==> src/rtl/alsd_pkg.sv <==
// Shared constants, types and register indexes for the analog level slot detector.
package alsd_pkg;

    localparam int SAMPLE_BITS = 12;
    localparam int WIN_BITS    = 3;
    localparam int WINDOW      = 1 << WIN_BITS;
    localparam int TOTAL_BITS  = SAMPLE_BITS + WIN_BITS;
    localparam int MAX_SLOTS   = 32;
    localparam int SLOT_BITS   = 5;
    localparam int COUNT_BITS  = SLOT_BITS + 1;
    localparam int STEP_BITS   = 12;
    localparam int GUARD_BITS  = 8;
    localparam int CONF_BITS   = 4;
    localparam int BASE_BITS   = 18;
    localparam int CFG_ADDR_BITS = 3;
    localparam int CFG_DATA_BITS = 12;
    localparam int IN_TDATA_BITS  = 16;
    localparam int OUT_TDATA_BITS = 24;

    localparam logic [CFG_ADDR_BITS-1:0] REG_SLOT_COUNT     = 3'd0;
    localparam logic [CFG_ADDR_BITS-1:0] REG_STEP_PER_SLOT  = 3'd1;
    localparam logic [CFG_ADDR_BITS-1:0] REG_LEVEL_OFFSET   = 3'd2;
    localparam logic [CFG_ADDR_BITS-1:0] REG_GUARD_BAND     = 3'd3;
    localparam logic [CFG_ADDR_BITS-1:0] REG_CONFIRM_NEEDED = 3'd4;
    localparam logic [CFG_ADDR_BITS-1:0] REG_SMOOTHING_MODE = 3'd5;

    localparam logic [COUNT_BITS-1:0]  RST_SLOT_COUNT     = 6'd1;
    localparam logic [STEP_BITS-1:0]   RST_STEP_PER_SLOT  = 12'd1;
    localparam logic [SAMPLE_BITS-1:0] RST_LEVEL_OFFSET   = 12'd0;
    localparam logic [GUARD_BITS-1:0]  RST_GUARD_BAND     = 8'd4;
    localparam logic [CONF_BITS-1:0]   RST_CONFIRM_NEEDED = 4'd3;
    localparam logic                   RST_SMOOTHING_MODE = 1'b0;

    typedef enum logic [2:0] {
        ST_IDLE,
        ST_FILTER,
        ST_SETUP,
        ST_SEARCH,
        ST_DECIDE
    } t_state;

    typedef struct packed {
        logic load;
        logic prime;
        logic ema_sel;
    } t_flt_ctrl;

endpackage

==> src/rtl/alsd_smoother.sv <==
// Sample ring with running total and exponential average; updates one sample per load.
module alsd_smoother
    import alsd_pkg::*;
(
    input  logic                   i_clk,
    input  logic                   i_rst_n,
    input  t_flt_ctrl              i_ctrl,
    input  logic [SAMPLE_BITS-1:0] i_sample,
    output logic [SAMPLE_BITS-1:0] o_level
);

    logic [SAMPLE_BITS-1:0] r_ring [WINDOW];
    logic [WIN_BITS-1:0]    r_ptr;
    logic [TOTAL_BITS-1:0]  r_total;
    logic [SAMPLE_BITS-1:0] r_level;

    logic [TOTAL_BITS-1:0]  n_total;
    logic [SAMPLE_BITS:0]   ema_wide;
    logic [SAMPLE_BITS-1:0] n_level;

    always_comb begin
        n_total  = r_total - TOTAL_BITS'(r_ring[r_ptr]) + TOTAL_BITS'(i_sample);
        ema_wide = (SAMPLE_BITS+1)'(r_level) - (SAMPLE_BITS+1)'(r_level >> WIN_BITS)
                 + (SAMPLE_BITS+1)'(i_sample >> WIN_BITS);
        n_level  = i_ctrl.ema_sel ? ema_wide[SAMPLE_BITS-1:0]
                                  : n_total[TOTAL_BITS-1:WIN_BITS];
    end

    always_ff @(posedge i_clk) begin
        if (!i_rst_n) begin
            r_ptr   <= '0;
            r_total <= '0;
            r_level <= '0;
        end else if (i_ctrl.load) begin
            if (i_ctrl.prime) begin
                r_ptr   <= '0;
                r_total <= TOTAL_BITS'(i_sample) << WIN_BITS;
                r_level <= i_sample;
            end else begin
                r_ptr   <= r_ptr + 1'b1;
                r_total <= n_total;
                r_level <= n_level;
            end
        end
    end

    always_ff @(posedge i_clk) begin
        if (i_ctrl.load) begin
            if (i_ctrl.prime) begin
                for (int i = 0; i < WINDOW; i++) begin
                    r_ring[i] <= i_sample;
                end
            end else begin
                r_ring[r_ptr] <= i_sample;
            end
        end
    end

    assign o_level = r_level;

endmodule

==> src/rtl/analog_level_slot_detector.sv <==
// Analog level slot detector: smoothing, guarded slot search and debounced commit.
// Steps per sample: filter, setup, search, decide. The search tries one slot a cycle (one compare
// unit) over the neighbor window, or all slots on the priming sample, and ends at the first match
// or past the window end. A new sample is taken only in idle, after decide; receiver stalls hold decide.
// Reset (synchronous, active low) restores register defaults and unprimed state;
// the first sample after reset primes the filters and searches all slots.
module analog_level_slot_detector
    import alsd_pkg::*;
(
    input  logic                      i_clk,
    input  logic                      i_rst_n,
    input  logic                      i_cfg_we,
    input  logic [CFG_ADDR_BITS-1:0]  i_cfg_addr,
    input  logic [CFG_DATA_BITS-1:0]  i_cfg_wdata,
    input  logic                      s_axis_tvalid,
    output logic                      s_axis_tready,
    input  logic [IN_TDATA_BITS-1:0]  s_axis_tdata,   // [11:0] sample
    output logic                      m_axis_tvalid,
    input  logic                      m_axis_tready,
    output logic [OUT_TDATA_BITS-1:0] m_axis_tdata    // [4:0] active_slot, [5] slot_changed,
                                                      // [17:6] smoothed_value
);

    // configuration
    logic [COUNT_BITS-1:0]  r_slot_count;
    logic [STEP_BITS-1:0]   r_step;
    logic [SAMPLE_BITS-1:0] r_offset;
    logic [GUARD_BITS-1:0]  r_guard;
    logic [CONF_BITS-1:0]   r_confirm;
    logic                   r_mode;

    always_ff @(posedge i_clk) begin
        if (!i_rst_n) begin
            r_slot_count <= RST_SLOT_COUNT;
            r_step       <= RST_STEP_PER_SLOT;
            r_offset     <= RST_LEVEL_OFFSET;
            r_guard      <= RST_GUARD_BAND;
            r_confirm    <= RST_CONFIRM_NEEDED;
            r_mode       <= RST_SMOOTHING_MODE;
        end else if (i_cfg_we) begin
            unique case (i_cfg_addr)
                REG_SLOT_COUNT:     r_slot_count <= i_cfg_wdata[COUNT_BITS-1:0];
                REG_STEP_PER_SLOT:  r_step       <= i_cfg_wdata[STEP_BITS-1:0];
                REG_LEVEL_OFFSET:   r_offset     <= i_cfg_wdata[SAMPLE_BITS-1:0];
                REG_GUARD_BAND:     r_guard      <= i_cfg_wdata[GUARD_BITS-1:0];
                REG_CONFIRM_NEEDED: r_confirm    <= i_cfg_wdata[CONF_BITS-1:0];
                REG_SMOOTHING_MODE: r_mode       <= i_cfg_wdata[0];
                default: ;
            endcase
        end
    end

    logic [COUNT_BITS-1:0] eff_count;
    logic [SLOT_BITS-1:0]  top_slot;
    logic [STEP_BITS-1:0]  eff_step;
    logic [CONF_BITS-1:0]  eff_confirm;

    always_comb begin
        if (r_slot_count == '0) begin
            eff_count = COUNT_BITS'(1);
        end else if (r_slot_count > COUNT_BITS'(MAX_SLOTS)) begin
            eff_count = COUNT_BITS'(MAX_SLOTS);
        end else begin
            eff_count = r_slot_count;
        end
        top_slot    = SLOT_BITS'(eff_count - 1'b1);
        eff_step    = (r_step == '0) ? STEP_BITS'(1) : r_step;
        eff_confirm = (r_confirm == '0) ? CONF_BITS'(1) : r_confirm;
    end

    // sequencer and datapath registers
    t_state r_state, n_state;
    logic                   r_primed;
    logic [SAMPLE_BITS-1:0] r_sample;
    logic [SLOT_BITS-1:0]   r_lo, r_hi;
    logic [COUNT_BITS-1:0]  r_slot;
    logic [BASE_BITS-1:0]   r_base;
    logic [SLOT_BITS-1:0]   r_cand;
    logic [SLOT_BITS-1:0]   r_proposed, r_committed;
    logic [CONF_BITS-1:0]   r_tally;
    logic                   r_out_valid;
    logic [SLOT_BITS-1:0]   r_out_slot;
    logic                   r_out_changed;
    logic [SAMPLE_BITS-1:0] r_out_value;

    t_flt_ctrl              flt_ctrl;
    logic [SAMPLE_BITS-1:0] level;

    alsd_smoother u_smoother (
        .i_clk    (i_clk),
        .i_rst_n  (i_rst_n),
        .i_ctrl   (flt_ctrl),
        .i_sample (r_sample),
        .o_level  (level)
    );

    logic                 accept;
    logic                 out_free;
    logic                 decide_go;
    logic                 search_done;
    logic                 past_hi;
    logic                 hit;
    logic [BASE_BITS-1:0] level_w;
    logic [BASE_BITS-1:0] low_thr;
    logic [BASE_BITS-1:0] high_thr;
    logic [SLOT_BITS-1:0] clamp_slot;
    logic [SLOT_BITS-1:0] n_lo, n_hi;
    logic [SLOT_BITS-1:0] n_proposed;
    logic [CONF_BITS-1:0] n_tally;
    logic                 n_changed;

    // search compare unit
    always_comb begin
        level_w    = BASE_BITS'(level);
        low_thr    = (r_base >= BASE_BITS'(r_guard)) ? r_base - BASE_BITS'(r_guard) : '0;
        high_thr   = r_base + BASE_BITS'(eff_step) + BASE_BITS'(r_guard);
        past_hi    = r_slot > COUNT_BITS'(r_hi);
        hit        = !past_hi && (level_w >= low_thr) && (level_w < high_thr);
        clamp_slot = (level < r_offset) ? '0 : top_slot;
    end

    // neighbor window around the proposed slot, or all slots before priming
    always_comb begin
        if (!r_primed) begin
            n_lo = '0;
            n_hi = top_slot;
        end else begin
            n_lo = (r_proposed != '0) ? r_proposed - 1'b1 : '0;
            n_hi = (COUNT_BITS'(r_proposed) + 1'b1 < eff_count) ? r_proposed + 1'b1 : top_slot;
        end
    end

    // debounce
    always_comb begin
        n_proposed = r_proposed;
        n_tally    = r_tally;
        n_changed  = 1'b0;
        if (r_cand == r_proposed) begin
            if (r_tally < eff_confirm) begin
                n_tally = r_tally + 1'b1;
            end
        end else begin
            n_proposed = r_cand;
            n_tally    = CONF_BITS'(1);
        end
        if (n_tally >= eff_confirm && n_proposed != r_committed) begin
            n_changed = 1'b1;
        end
    end

    // next state
    always_comb begin
        n_state = r_state;
        unique case (r_state)
            ST_IDLE:   if (accept) n_state = ST_FILTER;
            ST_FILTER: n_state = ST_SETUP;
            ST_SETUP:  n_state = ST_SEARCH;
            ST_SEARCH: if (search_done) n_state = ST_DECIDE;
            ST_DECIDE: if (out_free) n_state = ST_IDLE;
            default:   n_state = ST_IDLE;
        endcase
    end

    // sequencer outputs
    always_comb begin
        s_axis_tready    = (r_state == ST_IDLE);
        accept           = s_axis_tvalid && s_axis_tready;
        out_free         = !r_out_valid || m_axis_tready;
        decide_go        = (r_state == ST_DECIDE) && out_free;
        search_done      = (r_state == ST_SEARCH) && (past_hi || hit);
        flt_ctrl.load    = (r_state == ST_FILTER);
        flt_ctrl.prime   = !r_primed;
        flt_ctrl.ema_sel = r_mode;
    end

    always_ff @(posedge i_clk) begin
        if (!i_rst_n) begin
            r_state     <= ST_IDLE;
            r_primed    <= 1'b0;
            r_proposed  <= '0;
            r_committed <= '0;
            r_tally     <= '0;
            r_out_valid <= 1'b0;
        end else begin
            r_state <= n_state;
            if (decide_go) begin
                r_out_valid <= 1'b1;
                if (!r_primed) begin
                    r_primed    <= 1'b1;
                    r_proposed  <= r_cand;
                    r_committed <= r_cand;
                    r_tally     <= eff_confirm;
                end else begin
                    r_proposed <= n_proposed;
                    r_tally    <= n_tally;
                    if (n_changed) begin
                        r_committed <= n_proposed;
                    end
                end
            end else if (m_axis_tready) begin
                r_out_valid <= 1'b0;
            end
        end
    end

    always_ff @(posedge i_clk) begin
        if (accept) begin
            r_sample <= s_axis_tdata[SAMPLE_BITS-1:0];
        end
        if (r_state == ST_FILTER) begin
            r_lo <= n_lo;
            r_hi <= n_hi;
        end
        if (r_state == ST_SETUP) begin
            r_slot <= COUNT_BITS'(r_lo);
            r_base <= BASE_BITS'(r_offset) + BASE_BITS'(eff_step) * BASE_BITS'(r_lo);
        end
        if (r_state == ST_SEARCH) begin
            if (past_hi) begin
                r_cand <= clamp_slot;
            end else if (hit) begin
                r_cand <= r_slot[SLOT_BITS-1:0];
            end else begin
                r_slot <= r_slot + 1'b1;
                r_base <= r_base + BASE_BITS'(eff_step);
            end
        end
        if (decide_go) begin
            r_out_value <= level;
            if (!r_primed) begin
                r_out_slot    <= r_cand;
                r_out_changed <= 1'b0;
            end else begin
                r_out_slot    <= n_changed ? n_proposed : r_committed;
                r_out_changed <= n_changed;
            end
        end
    end

    assign m_axis_tvalid = r_out_valid;
    assign m_axis_tdata  = {6'd0, r_out_value, r_out_changed, r_out_slot};

    a_accept_starts: assert property (@(posedge i_clk) disable iff (!i_rst_n)
        accept |=> r_state == ST_FILTER)
        else $error("accepted sample did not start filtering");

    a_out_from_decide: assert property (@(posedge i_clk) disable iff (!i_rst_n)
        $rose(r_out_valid) |-> $past(r_state) == ST_DECIDE)
        else $error("result appeared outside decide step");

    a_out_matches_commit: assert property (@(posedge i_clk) disable iff (!i_rst_n)
        decide_go |=> r_out_slot == r_committed)
        else $error("reported slot differs from committed slot");

    a_search_window: assert property (@(posedge i_clk) disable iff (!i_rst_n)
        r_state == ST_SEARCH |-> r_slot >= COUNT_BITS'(r_lo))
        else $error("search index below window start");

    a_no_change_on_prime: assert property (@(posedge i_clk) disable iff (!i_rst_n)
        decide_go && !r_primed |=> !r_out_changed)
        else $error("slot change flagged on priming sample");

endmodule

==> config.mk <==
export PLATFORM = sky130hd
export DESIGN_NAME = analog_level_slot_detector
export DESIGN_NICKNAME = d
export VERILOG_FILES = /design/src/rtl/alsd_pkg.sv /design/src/rtl/alsd_smoother.sv /design/src/rtl/analog_level_slot_detector.sv
export SDC_FILE = /design/constraint.sdc
export NUM_CORES = 1
export LEC_CHECK = 0
export ABC_AREA = 1
export BUFFER_PORTS_ARGS = -buffer_cell sky130_fd_sc_hd__buf_2
export CORE_UTILIZATION = 55
export DETAILED_ROUTE_END_ITERATION = 6
export GPL_TIMING_DRIVEN = 0
export MAX_ROUTING_LAYER = met4
export PLACE_DENSITY_LB_ADDON = 0.05
export REMOVE_ABC_BUFFERS = 1
export SYNTH_ARGS = -nofsm -noshare
export SYNTH_HDL_FRONTEND = slang
export SYNTH_HIERARCHICAL = 1
export SYNTH_SLANG_ARGS = --single-unit
==> constraint.sdc <==
create_clock -name i_clk -period 9.61 [get_ports i_clk]
set_clock_uncertainty 0.2 [all_clocks]
set_input_delay 2.883 -clock i_clk [delete_from_list [all_inputs] [get_ports i_clk]]
set_output_delay 2.883 -clock i_clk [all_outputs]
set_load 0.01 [all_outputs]
==> key figures <==
Clocking
  – Clk pin slew, worst setup/hold paths: roughly 60 ps
  – Num CTS Buffers: 30
  – Total of cells resized after clock tree synthesis: 0
  – Number of H-tree branching levels: 1
  – Number of buffers on the longest clock path: 3
  – CTS tree: yes
  – Clock Sink Count: 260
  – Library cell used as clock root buffer: sky130_fd_sc_hd__clkbuf_16
  – Buffers inserted during post-CTS setup optimization: 0
  – Count of hold-fix buffers inserted at cts: 0
  – Clock network latency to the later pin of the worst-skew pair: roughly 570 ps

Synthesis
  – Top cell type's share of synthesized area: between 20% and 30%
  – Share of the synthesized netlist area taken by xor and xnor gates: 2.59%
  – Number of standard cells after synthesis: 2,345
  – Dominant combinational cell family by area after synthesis: simple AND/OR/NAND/NOR gates
  – Leading post-synthesis cells by instance count: sky130_fd_sc_hd__nand2_1, sky130_fd_sc_hd__inv_1, sky130_fd_sc_hd__nor2_1, sky130_fd_sc_hd__o21ai_0, sky130_fd_sc_hd__ha_1
  – Post-synth cell types: 51
  – Area fraction in compound gates after synthesis: 12.5%
  – Synthesized area: 0.0183 sq mm
  – Number of synthesized flops with an enable pin: 141
  – Simple-gate portion of the synthesized area: between 20% and 30%
  – Leading register cell type out of synthesis: sky130_fd_sc_hd__edfxtp_1
  – Yosys warning count: 6
  – Count leader, synth: sky130_fd_sc_hd__nand2_1
  – Share of cell area taken by muxes after synthesis: 0.110%
  – Fraction of registers with async set or reset after synthesis: 0%
  – Synthesized area per cell: 7.79 sq um
  – Area share of fa/ha/maj cells after synthesis: 17.0%
  – Cell type with the highest aggregate area in the netlist: sky130_fd_sc_hd__edfxtp_1
  – Synth area leaders: sky130_fd_sc_hd__edfxtp_1, sky130_fd_sc_hd__dfxtp_1, sky130_fd_sc_hd__nand2_1
  – Proportion of synthesized chip area in sequential cells: 36.2%
  – Number of register bits inferred by synthesis: 260

Detailed routing
  – Detailed-router iteration count before antenna repair: 5
  – Average wire per standard cell: 16.7 microns
  – Overall via count from detail_route: 15,400
  – Number of DRC violations after detailed routing: 0
  – Iter 0 DRT Violations: 850
  – Total Routed Length: 47,400 microns
  – Antenna-violating nets left: 0
  – Vias per Instance: 5.45

Place
  – DP HPWL: around 36,000 microns
  – Quantity of I/O buffers inserted on ports: between 50 and 60
  – Pre-CTS setup slack: 2960 ps
  – GP Congestion: 0.974

Global routing
  – Pin count of the biggest net entering global routing: 58
  – Number of global-route vias before repair: around 15,000
  – Number of antenna violations at the first check in global routing: 0
  – Global-route wire length before repair: 76,600 microns
  – Final global-route overflow total: 0
  – Total routing usage reported by global routing: 29.7%

Critical path
  – Number of cell instances on the worst register-to-register path: 33
  – Endpoint arrival time on the critical path: 6970 ps
  – Category of the most critical setup path: register to register
  – Largest stage delay on the critical path: about 530 ps
  – Setup crit start kind: register
  – Startpoint of the worst-slack reg-to-reg timing path: r_step[8]
  – Most common cell type on the critical path: sky130_fd_sc_hd__nand2_1
  – Critical path endpoint: r_base[15]
  – Reg2reg end: r_base[15]
  – Register-to-register setup slack: 2900 ps
  – Max FO, Critical Path: 38
  – CP max-delay cell: sky130_fd_sc_hd__nor4_1
  – Data required time of the worst path: 9870 ps
  – Critical path origin: r_step[8]
  – Endpoint type of the worst setup path: register

Run status
  – Result of the run: finished clean

Timing
  – Unrepaired setup endpoints after global routing: no
  – Minimum clock period: 6710 ps
  – Final-layout setup total negative slack: 0 ps
  – Endpoints failing setup: 0
  – Final hold slack: 268 ps
  – Count of final hold-check violations: 0
  – Relative slew margins: 24.8%
  – Highest Clock Rate: 149 MHz
  – Period utilization: 69.8%
  – Setup slack after layout: 2900 ps
  – Slew @ Worst Pin: 1130 ps
  – Slew Limit Fails: 0

Power
  – Part of the total power dissipated in sequential elements: 34.0%
  – Logic gate share of total power: 40.7%
  – Static leakage: 0.00944 uW
  – Peak supply drop: between 0.1 and 0.15 mV
  – Share of power burned in the clock network: 25.4%
  – Sw Pwr: between 1500 and 2000 uW
  – Internal Pwr Total: 2650 uW
  – Share of total power consumed by net switching: 40.3%
  – Total power density per cell area: 223 mW/mm^2

Floorplanning
  – Die outline area: 0.0339 sq mm
  – Ports: 62
  – Die height: between 150 and 200 microns
  – Die Width: 184 microns
  – Starting Density: a little under three fifths
  – Area of the placeable core: 0.0326 sq mm
  – Std-Cell Rows: 66

Worst hold path
  – Classification of the worst-slack hold path: register to register

Layout
  – Area added between synthesis and finish: 8.71%
  – Layout cell share with drive strength beyond 1: under 10%
  – Net count reported at finish: 2,612
  – Number of antenna repair diodes: 0

Flow run
  – Maximum Capacitance Violations: 0
-- how the worst min path moves through the flow --
stage                     startpoint               endpoint  slack (ps)  depth (start not counted)
2_1_floorplan           r_confirm[0]           r_confirm[0]         230                          2
6_report       u_smoother/r_total[2]  u_smoother/r_total[2]         270                          2
3_5_place_dp   u_smoother/r_total[2]  u_smoother/r_total[2]         260                          2
4_1_cts        u_smoother/r_total[2]  u_smoother/r_total[2]         270                          2
3_3_place_gp   u_smoother/r_total[0]  u_smoother/r_total[0]         250                          2
5_1_grt        u_smoother/r_total[2]  u_smoother/r_total[2]         290                          2
-- cells by family after synthesis --
family / Yosys count
other cells: 1
fa+ha+maj: 208
mux: 2
simple gates: 940
xor+xnor: 54
flops: 260
buf+inv: 468
compound gates: 412
-- metal layers --
layer / wire [microns] / global-route usage, % / up-vias / part of all wire (%)
li1: - / - / 7656 / -
met1: 21000 / 36.6 / 7376 / 44
met2: 23300 / 51.7 / 304 / 49
met3: 1800 / 2.90 / 88 / 3.8
met4: 1270 / 8.40 / 0 / 2.7
met5: 0 / - / - / 0
-- layout make-up --
cell class,count,area [sq um]
Clock buffer,33,783
Clock inverter,21,183
Fill cell,2971,12800
Inverter,392,1470
Multi-Input combinational cell,1622,9850
Sequential cell,260,6620
Tap cell,442,553
Timing Repair Buffer,62,400
-- stage by stage --
step / utilization, % / cells / instance area (sq um) / power (uW)
after global placement: 57.4 / 2767 / 18700 / 3250
after detailed placement: 57.9 / 2778 / 18900 / 3320
after global routing: 60.9 / 2832 / 19900 / 4790
final: 60.9 / 2832 / 19900 / 4430
after floorplan: - / 2274 / 17900 / 2820
after CTS: 60.9 / 2832 / 19900 / 4450
-- sequential cells by signal, indices dropped and copies added (netlist names), 4 cells and up, named ones only --
signal and flops:
r_base 18, r_cand 5, r_committed 5, r_confirm 4, r_guard 8, r_hi 5
r_lo 5, r_offset 12, r_out_slot 5, r_out_value 12, r_proposed 5, r_sample 12
r_slot 6, r_slot_count 6, r_step 12, r_tally 4, u_smoother/o_level 12, u_smoother/r_ring 96
u_smoother/r_total 15
-- layout by cell type (no fill, tap or decap), drive strengths merged, types with 33 or more instances in the layout --
cell / instances
nor2: 237
nand3: 115
xor2: 36
dfxtp: 119
o21ai: 184
nand2: 523
buf: 62
ha: 142
a21oi: 135
clkbuf: 33
inv: 392
fa: 66
edfxtp: 141
-- power by group through the flow --
stage / Sequential [uW] / Clock, uW / Combinational, uW
2_1_floorplan: 1470 / 0 / 1350
3_3_place_gp: 1530 / 0 / 1720
3_5_place_dp: 1530 / 0 / 1790
4_1_cts: 1500 / 1140 / 1800
5_1_grt: 1530 / 1190 / 2070
6_report: 1510 / 1130 / 1800
-- critical path: cells and delay by family, from the launching register on --
family,cells,cell delay [ps]
buf+inv,2,420
compound gates,5,800
simple gates,20,3040
fa+ha+maj,4,1170
flops,1,420
xor+xnor,2,510
Note: power is estimated with default switching activity, not from simulation.
